===== config.mk =====
export PLATFORM = sky130hd
export DESIGN_NAME = tarl_lane
export DESIGN_NICKNAME = d
export VERILOG_FILES = /design/src/rtl/core/two_axis_rate_accel_limiter_defines.svh /design/src/rtl/core/tarl_pkg.sv /design/src/rtl/core/tarl_div.sv /design/src/rtl/core/tarl_lane.sv
export SDC_FILE = /design/constraint.sdc
export NUM_CORES = 2
export LEC_CHECK = 0
export ABC_AREA = 1
export BUFFER_PORTS_ARGS = -buffer_cell sky130_fd_sc_hd__buf_2
export CORE_UTILIZATION = 40
export CTS_BUF_LIST = sky130_fd_sc_hd__clkbuf_2 sky130_fd_sc_hd__clkbuf_4 sky130_fd_sc_hd__clkbuf_8
export CTS_CLUSTER_DIAMETER = 200
export DETAILED_ROUTE_END_ITERATION = 16
export PLACE_DENSITY = 0.53
export SYNTH_ARGS = -nofsm -noshare
export SYNTH_HDL_FRONTEND = slang
export SYNTH_SLANG_ARGS = --single-unit
export TNS_END_PERCENT = 100

===== constraint.sdc =====
create_clock -name clock -period 24.7 [get_ports clock]
set_input_delay 6.175 -clock clock [delete_from_list [all_inputs] [get_ports clock]]
set_output_delay 6.175 -clock clock [all_outputs]
set_load 0.02 [all_outputs]

===== src/rtl/core/two_axis_rate_accel_limiter_defines.svh =====
// Assertion helpers shared by the limiter RTL.
`ifndef TWO_AXIS_RATE_ACCEL_LIMITER_DEFINES_SVH
`define TWO_AXIS_RATE_ACCEL_LIMITER_DEFINES_SVH

// The consequent must hold in the same cycle as the antecedent.
`define TARL_ASSERT_SAME(label, clk, rst, ante, cons) \
   label: assert property (@(posedge clk) disable iff (rst) (ante) |-> (cons)) \
      else $error("limiter check failed");

// The consequent must hold in the cycle after the antecedent.
`define TARL_ASSERT_NEXT(label, clk, rst, ante, cons) \
   label: assert property (@(posedge clk) disable iff (rst) (ante) |=> (cons)) \
      else $error("limiter check failed");

`endif


===== src/rtl/core/tarl_pkg.sv =====
`timescale 1ns / 1ps
package tarl_pkg;

   localparam int ANGLE_W   = 26;
   localparam int LIMIT_W   = 31;
   localparam int ELAPSED_W = 20;
   localparam int TAG_W     = 32;
   localparam int STATE_W   = 32;
   localparam int DT_W      = 17;
   localparam int CSR_IDX_W = 3;
   localparam int CSR_DAT_W = 31;

   // Divider geometry: dividend magnitudes stay below 2**48, divisors below 2**20.
   localparam int DVD_W     = 48;
   localparam int DSR_W     = 20;
   localparam int DIV_BITS  = 2;
   localparam int DIV_STEPS = DVD_W / DIV_BITS;
   localparam int DIV_CNT_W = $clog2(DIV_STEPS);
   localparam int MAXLIM_W  = 29;

   // Division by one million: drop six low bits (one million is 64 * 15625), then
   // multiply by the ceiling of 2**56 / 15625 in three 14-bit slices and keep the
   // bits above 2**56. The rounding error stays below one for every 42-bit operand.
   localparam int RCP_PRE   = 6;
   localparam int RCP_Y_W   = DVD_W - RCP_PRE;
   localparam int RCP_CHUNK = 14;
   localparam int RCP_STEPS = RCP_Y_W / RCP_CHUNK;
   localparam int RCP_CNT_W = 2;
   localparam int RCP_M_W   = 43;
   localparam int RCP_SHIFT = 56;
   localparam int RCP_ACC_W = RCP_Y_W + RCP_M_W;
   localparam logic [RCP_M_W-1:0]   RCP_M    = 43'd4611686018428;
   localparam logic [RCP_CNT_W-1:0] RCP_LAST = RCP_CNT_W'(RCP_STEPS);

   localparam logic [DT_W-1:0]  FIRST_DT_US = 17'd8333;
   localparam logic [DT_W-1:0]  DT_MIN_US   = 17'd1000;
   localparam logic [DT_W-1:0]  DT_MAX_US   = 17'd100000;
   localparam logic [DSR_W-1:0] US_PER_S    = 20'd1000000;

   localparam logic signed [ANGLE_W-1:0] AZ_MIN_RST = -26'sd11796480;
   localparam logic signed [ANGLE_W-1:0] AZ_MAX_RST = 26'sd11796480;
   localparam logic signed [ANGLE_W-1:0] EL_MIN_RST = -26'sd5898240;
   localparam logic signed [ANGLE_W-1:0] EL_MAX_RST = 26'sd5898240;
   localparam logic [LIMIT_W-1:0] RATE_RST  = 31'd3932160;
   localparam logic [LIMIT_W-1:0] ACCEL_RST = 31'd19660800;

   typedef enum logic [CSR_IDX_W-1:0] {
      CSR_AZ_MIN = 3'd0,
      CSR_AZ_MAX = 3'd1,
      CSR_EL_MIN = 3'd2,
      CSR_EL_MAX = 3'd3,
      CSR_RATE   = 3'd4,
      CSR_ACCEL  = 3'd5
   } csr_index_type;

   typedef struct packed {
      logic            start;
      logic [DT_W-1:0] dt;
   } lane_ctl_type;

   function automatic logic signed [STATE_W-1:0] sat32(input logic signed [33:0] x);
      logic signed [33:0] hi;
      logic signed [33:0] lo;
      hi = 34'sh07FFFFFFF;
      lo = -34'sh080000000;
      if (x > hi) begin
         sat32 = hi[STATE_W-1:0];
      end else if (x < lo) begin
         sat32 = lo[STATE_W-1:0];
      end else begin
         sat32 = x[STATE_W-1:0];
      end
   endfunction

endpackage


===== src/rtl/core/tarl_div.sv =====
`timescale 1ns / 1ps
module tarl_div (
   input  logic                         clock,
   input  logic                         reset,
   input  logic                         start,
   input  logic [tarl_pkg::DVD_W-1:0]   dividend,
   input  logic [tarl_pkg::DSR_W-1:0]   divisor,
   output logic                         done,
   output logic [tarl_pkg::DVD_W-1:0]   quotient
);
   import tarl_pkg::*;

   logic [DSR_W:0]     rem_ff, rem_in;
   logic [DVD_W-1:0]   dvd_ff, dvd_in;
   logic [DSR_W-1:0]   dsr_ff;
   logic [DIV_CNT_W-1:0] cnt_ff;
   logic               run_ff;
   logic               done_ff;

   // Restoring division, DIV_BITS quotient bits per cycle.
   always_comb begin
      rem_in = rem_ff;
      dvd_in = dvd_ff;
      for (int k = 0; k < DIV_BITS; k++) begin
         rem_in = {rem_in[DSR_W-1:0], dvd_in[DVD_W-1]};
         dvd_in = {dvd_in[DVD_W-2:0], 1'b0};
         if (rem_in >= {1'b0, dsr_ff}) begin
            rem_in    = rem_in - {1'b0, dsr_ff};
            dvd_in[0] = 1'b1;
         end
      end
   end

   always_ff @(posedge clock) begin
      done_ff <= 1'b0;
      if (start) begin
         rem_ff <= '0;
         dvd_ff <= dividend;
         dsr_ff <= divisor;
         cnt_ff <= '0;
         run_ff <= 1'b1;
      end else if (run_ff) begin
         rem_ff <= rem_in;
         dvd_ff <= dvd_in;
         cnt_ff <= cnt_ff + 1'b1;
         if (cnt_ff == DIV_CNT_W'(DIV_STEPS - 1)) begin
            run_ff  <= 1'b0;
            done_ff <= 1'b1;
         end
      end
      if (reset) begin
         run_ff  <= 1'b0;
         done_ff <= 1'b0;
         cnt_ff  <= '0;
      end
   end

   assign done     = done_ff;
   assign quotient = dvd_ff;
endmodule


===== src/rtl/core/tarl_lane.sv =====
`timescale 1ns / 1ps
module tarl_lane (
   input  logic                                 clock,
   input  logic                                 reset,
   input  tarl_pkg::lane_ctl_type               ctl,
   input  logic signed [tarl_pkg::ANGLE_W-1:0]  target,
   input  logic [tarl_pkg::LIMIT_W-1:0]         rate_limit,
   input  logic [tarl_pkg::LIMIT_W-1:0]         accel_limit,
   output logic                                 done,
   output logic signed [tarl_pkg::STATE_W-1:0]  position
);
   import tarl_pkg::*;

   typedef enum logic [3:0] {
      L_IDLE = 4'b0001,
      L_MUL  = 4'b0010,
      L_RCP  = 4'b0100,
      L_DIV  = 4'b1000
   } lane_state_type;

   typedef enum logic [1:0] {
      PH_MAX_STEP = 2'd0,
      PH_MAX_DV   = 2'd1,
      PH_VEL      = 2'd2,
      PH_POS      = 2'd3
   } phase_type;

   lane_state_type state_ff;
   phase_type      phase_ff;
   logic           sign_ff;
   logic           done_ff;
   logic [MAXLIM_W-1:0] max_step_ff;
   logic [MAXLIM_W-1:0] max_dv_ff;
   logic signed [STATE_W-1:0] speed_ff;
   logic signed [STATE_W-1:0] pos_ff;
   logic [DVD_W-1:0]     prod_ff;
   logic [RCP_ACC_W-1:0] acc_ff;
   logic [RCP_CNT_W-1:0] rcnt_ff;

   logic signed [33:0] diff, step, step_abs, lim_step, lim_dv;
   logic signed [33:0] spd_x, spd_abs, q_mag, q_sgn, vel_err, dv;
   logic [31:0]        mul_a;
   logic [DSR_W-1:0]   mul_b;
   logic [51:0]        product;
   logic [DSR_W-1:0]   divisor;
   logic               div_done;
   logic [DVD_W-1:0]   quot;
   logic               neg_in;
   logic [RCP_Y_W-1:0]             rcp_y;
   logic [RCP_CHUNK-1:0]           rcp_chunk;
   logic [RCP_CHUNK+RCP_M_W-1:0]   rcp_part;
   logic [RCP_ACC_W-1:0]           acc_in;
   logic [31:0]                    q_raw;
   logic                           fin;

   always_comb begin
      lim_step = $signed({5'b0, max_step_ff});
      lim_dv   = $signed({5'b0, max_dv_ff});
      diff = {{8{target[ANGLE_W-1]}}, target} - {{2{pos_ff[STATE_W-1]}}, pos_ff};
      if (diff > lim_step) begin
         step = lim_step;
      end else if (diff < -lim_step) begin
         step = -lim_step;
      end else begin
         step = diff;
      end
      step_abs = step[33] ? -step : step;
      spd_x    = {{2{speed_ff[STATE_W-1]}}, speed_ff};
      spd_abs  = spd_x[33] ? -spd_x : spd_x;

      case (phase_ff)
         PH_MAX_STEP: begin
            mul_a = {1'b0, rate_limit};
            mul_b = {3'b0, ctl.dt};
            neg_in = 1'b0;
         end
         PH_MAX_DV: begin
            mul_a = {1'b0, accel_limit};
            mul_b = {3'b0, ctl.dt};
            neg_in = 1'b0;
         end
         PH_VEL: begin
            mul_a = step_abs[31:0];
            mul_b = US_PER_S;
            neg_in = step[33];
         end
         PH_POS: begin
            mul_a = spd_abs[31:0];
            mul_b = {3'b0, ctl.dt};
            neg_in = speed_ff[STATE_W-1];
         end
         default: begin
            mul_a = '0;
            mul_b = '0;
            neg_in = 1'b0;
         end
      endcase
      product = mul_a * mul_b;
      divisor = {3'b0, ctl.dt};

      // Reciprocal multiply for the divisions by one million, most significant
      // slice of the shifted product first.
      rcp_y = prod_ff[DVD_W-1:RCP_PRE];
      case (rcnt_ff)
         2'd0:    rcp_chunk = rcp_y[3*RCP_CHUNK-1 -: RCP_CHUNK];
         2'd1:    rcp_chunk = rcp_y[2*RCP_CHUNK-1 -: RCP_CHUNK];
         default: rcp_chunk = rcp_y[RCP_CHUNK-1:0];
      endcase
      rcp_part = rcp_chunk * RCP_M;
      acc_in   = {acc_ff[RCP_ACC_W-RCP_CHUNK-1:0], {RCP_CHUNK{1'b0}}}
                 + {{(RCP_ACC_W-RCP_CHUNK-RCP_M_W){1'b0}}, rcp_part};

      q_raw = (phase_ff == PH_VEL) ? quot[31:0]
                                   : {3'b0, acc_ff[RCP_ACC_W-1:RCP_SHIFT]};
      fin   = ((state_ff == L_DIV) && div_done)
              || ((state_ff == L_RCP) && (rcnt_ff == RCP_LAST));

      // Results of the last two phases stay below 2**31 in magnitude.
      q_mag   = {2'b0, q_raw};
      q_sgn   = sign_ff ? -q_mag : q_mag;
      vel_err = q_sgn - spd_x;
      if (vel_err > lim_dv) begin
         dv = lim_dv;
      end else if (vel_err < -lim_dv) begin
         dv = -lim_dv;
      end else begin
         dv = vel_err;
      end
   end

   tarl_div u_div (
      .clock    (clock),
      .reset    (reset),
      .start    ((state_ff == L_MUL) && (phase_ff == PH_VEL)),
      .dividend (product[DVD_W-1:0]),
      .divisor  (divisor),
      .done     (div_done),
      .quotient (quot)
   );

   always_ff @(posedge clock) begin
      done_ff <= 1'b0;
      case (state_ff)
         L_IDLE: begin
            if (ctl.start) begin
               phase_ff <= PH_MAX_STEP;
               state_ff <= L_MUL;
            end
         end
         L_MUL: begin
            sign_ff  <= neg_in;
            prod_ff  <= product[DVD_W-1:0];
            acc_ff   <= '0;
            rcnt_ff  <= '0;
            state_ff <= (phase_ff == PH_VEL) ? L_DIV : L_RCP;
         end
         L_RCP: begin
            if (!fin) begin
               acc_ff  <= acc_in;
               rcnt_ff <= rcnt_ff + 1'b1;
            end
         end
         L_DIV: ;
         default: state_ff <= L_IDLE;
      endcase
      if (fin) begin
         case (phase_ff)
            PH_MAX_STEP: max_step_ff <= q_raw[MAXLIM_W-1:0];
            PH_MAX_DV:   max_dv_ff   <= q_raw[MAXLIM_W-1:0];
            PH_VEL:      speed_ff    <= sat32(spd_x + dv);
            PH_POS: pos_ff <= sat32({{2{pos_ff[STATE_W-1]}}, pos_ff} + q_sgn);
            default: ;
         endcase
         if (phase_ff == PH_POS) begin
            done_ff  <= 1'b1;
            state_ff <= L_IDLE;
         end else begin
            phase_ff <= phase_type'(phase_ff + 2'd1);
            state_ff <= L_MUL;
         end
      end
      if (reset) begin
         state_ff <= L_IDLE;
         phase_ff <= PH_MAX_STEP;
         done_ff  <= 1'b0;
         speed_ff <= '0;
         pos_ff   <= '0;
      end
   end

   assign done     = done_ff;
   assign position = pos_ff;
endmodule


==> impl_metrics.csv <==
group,metric,value,unit
synth,async_flop_share,0,%
cts,hold_buffers,0,
worst_setup_path,arrival,20.79,ns
cts,cts_tree,"done",
worst_setup_path,r2r_start,"position[0]",
synth,synth_edf_count,251,
sta,drv_slew,0,
worst_setup_path,r2r-end,"u_div.quotient[46]",
cts,cts.sinks,349,
global_routing,antenna_found_initial,8,
synth,synth_commonest_cells,"inv_1, nand2_1, fa_1",
detailed_routing,firstDrtPassIters,6,
worst_setup_path,cpMaxStageDelayCell,"o21ai_0",
cts,path_clk_slew,0.06,ns
finish,layout-drive-gt1-share,6.04,%
sta,relSlewSlack,23.1,%
sta,rsz0062_at_grt,"no",
placed_design,portBuffers,140,
synth,yosysWarnings,0,
detailed_routing,drcViolationCount,0,
detailed_routing,finalWirelength,220000,um
global_routing,grt_util_all_layers,28.8,%
synth,netlist_area,60700,um2
worst_setup_path,endpoint_kind,"flip-flop",
sta,clock_skew,0.0895,ns
floorplan,boundaryPins,141,
cts,cts.path.max_buffers,3,
sta,finalHoldViolations,0,
sta,timing.final.crit_period,20.22,ns
global_routing,grt_pass1_wl,331000,um
sta,setup_tns,0,ns
synth,synth_area_leaders,"fa_1, ha_1, edfxtp_1",
finish,nFillCells,15658,
global_routing,grt_max_degree,67,
worst_setup_path,r2r_slack,9.52,ns
synth,syn-num-nets,9345,
detailed_routing,post_drt_via_cell_ratio,5.34,
floorplan,start_util,40.4,%
synth,synth_area_per_cell,7.74,um2
floorplan,core-area,150000,um2
worst_hold_path,hp-class,"flip-flop to flip-flop",
sta,finalSetupViolations,0,
cts,cts_inserted_buffers,76,
cts,clockRootBuffer,"clkbuf_8",
finish,final_nets,9435,
global_routing,overflow,0,
outcome,status,"finished clean",
sta,worst_pin_slew,1.15,ns
detailed_routing,drtIter0Drc,4346,
detailed_routing,wl_met3,14800,um
cts,cts.htree.levels,3,
global_routing,grt_pass1_vias,53617,
finish,area_growth,7.56,%
worst_setup_path,crit_type,"primary input to flip-flop",
floorplan,row_count,142,
synth,synth_top_area_share,23.6,%
placed_design,place.gp.congestion,1.01,
sta,fin_ws,4.48,ns
synth,yosysUniqueCellTypes,69,
detailed_routing,wl_met2,100000,um
sta,hold-worst-slack,0.485,ns
floorplan,die_area,153000,um2
worst_setup_path,required,25.26,ns
synth,yosysSeqAreaShare,15.6,%
placed_design,hpwl,182000,um
cts,clock_latency,0.83,ns
worst_setup_path,cp_common_cell,"inv_1",
detailed_routing,via_count,53483,
cts,cts_setup_buffers,0,
detailed_routing,drtAntennaViolNets,0,
run,maxCapViolations,0,
worst_setup_path,critPathMaxFanout,28,
floorplan,die_h,392,um
detailed_routing,routedWlPerCell,21.9,um
floorplan,fp.dieW,392,um
worst_setup_path,r2r_cells,60,
worst_hold_path,hold_end,"u_div.rem_ff[1]",
sta,fin_crit_sh,81.9,%
worst_hold_path,hold_path_depth,2,
worst_setup_path,critPathMaxStageDelay,0.67,ns
worst_hold_path,hp-start,"u_div.rem_ff[1]",
synth,synth_top_area_cell,"fa_1",
sta,fmaxAchievable,49.4,MHz
worst_setup_path,cp-start-kind,"primary input",
placed_design,pre_cts_slack,3.87,ns
detailed_routing,dr.max_layer_used,"met4",
detailed_routing,drt-met1-wl,94100,um
synth,ys_ff_latch,349,
synth,yosysMostFrequentCell,"inv_1",
synth,synthFlopType,"edfxtp_1",
synth,synth_cells,7850,
cts,post_cts_resized,0,
## worst max-delay path by stage
stage | endpoint | from | slack (ns) | cells past startpoint
2_1_floorplan | u_div.quotient[43] | target[0] | 7.25 | 67
3_3_place_gp | u_div.quotient[43] | target[0] | 4.07 | 59
3_5_place_dp | u_div.quotient[46] | target[0] | 3.87 | 62
4_1_cts | u_div.quotient[46] | target[0] | 4.70 | 62
5_1_grt | u_div.quotient[46] | target[0] | 3.43 | 62
6_report | u_div.quotient[46] | target[0] | 4.48 | 62
## through the flow
stage,area (um2),utilization [%],std cells
detailed placement,63600,42.3,9878
global route,65300,43.4,10017
finish,65300,43.5,10021
CTS,65300,43.4,10015
global placement,63600,42.3,9878
floorplan,60700,-,7850
## layer usage
metal / up-vias / track usage [%]
li1: 25317 / -
met1: 25979 / 38.0
met2: 1808 / 46.3
met3: 379 / 4.40
met4: 0 / 13.2
met5: - / 0
## sequential cells by signal, indices dropped and copies added, names as in the netlist
| name | cells |
|---|---|
| acc_ff | 83 |
| done | 1 |
| max_dv_ff | 29 |
| max_step_ff | 29 |
| phase_ff | 2 |
| position | 32 |
| prod_ff | 42 |
| rcnt_ff | 2 |
| sign_ff | 1 |
| speed_ff | 32 |
| state_ff | 4 |
| u_div.cnt_ff | 5 |
| u_div.done | 1 |
| u_div.dsr_ff | 17 |
| u_div.quotient | 48 |
| u_div.rem_ff | 20 |
| u_div.run_ff | 1 |
## cell type report
type | count | area (um2) | area share [%]
clock inverters | 38 | 424 | 0.649
well taps | 2016 | 2520 | 3.86
multi-input cells | 5737 | 44500 | 68.1
inverters | 1570 | 5890 | 9.02
flip-flops and latches | 349 | 9500 | 14.5
clock buffers | 99 | 1260 | 1.93
diodes | 6 | 15.0 | 0.0230
repair buffers | 206 | 1200 | 1.83
## worst max-delay path: cells and delay by family
kind,cells,cell delay (ns)
buf+inv,14,2.41
xor+xnor,1,0.19
compound gates,15,4.22
fa+ha+maj,11,4.55
simple gates,21,3.18
## placed cells by master (no fill, tap or decap), types with 16 or more instances in the layout
cell type  instances
a21boi_0          20
o21ai_2           24
o221ai_1          18
o21bai_1          30
buf_4             66
a31oi_1           47
nor3_1           101
a211oi_1          45
inv_2             23
nand2_1         1525
nor4_1            22
xor2_1           224
dfxtp_1           98
o21a_1            33
ha_1             670
clkinv_1          18
buf_2            140
inv_1           1537
a21oi_1          608
nand4_1           75
nand2_2           25
fa_1             716
or2_2             17
nand3_1          235
nor2_1           590
o21ai_0          355
o21ai_1           50
clkbuf_4          16
edfxtp_1         251
o211ai_1          44
a21o_1            17
xnor2_1           96
clkbuf_8          83
## kinds of logic (layout without fill, tap and decap cells)
kind of cell               count (synthesis)  after routing  share of synthesized area, %
and+or+nand+nor                         2659           2659                          18.2
buffers and inverters                   1764           1913                          11.2
adders and majority gates               1387           1387                          37.4
AOI/OAI and AO/OA                       1360           1360                          12.8
DFF                                      349            349                          15.6
xor gates and xnor gates                 322            322                          4.67
muxes                                      9              9                         0.148
other                                      0              6                             0
Power is left out: the tool's default activity adds up to more than one toggle a clock period on the data nets, which glitch-free logic cannot reach.
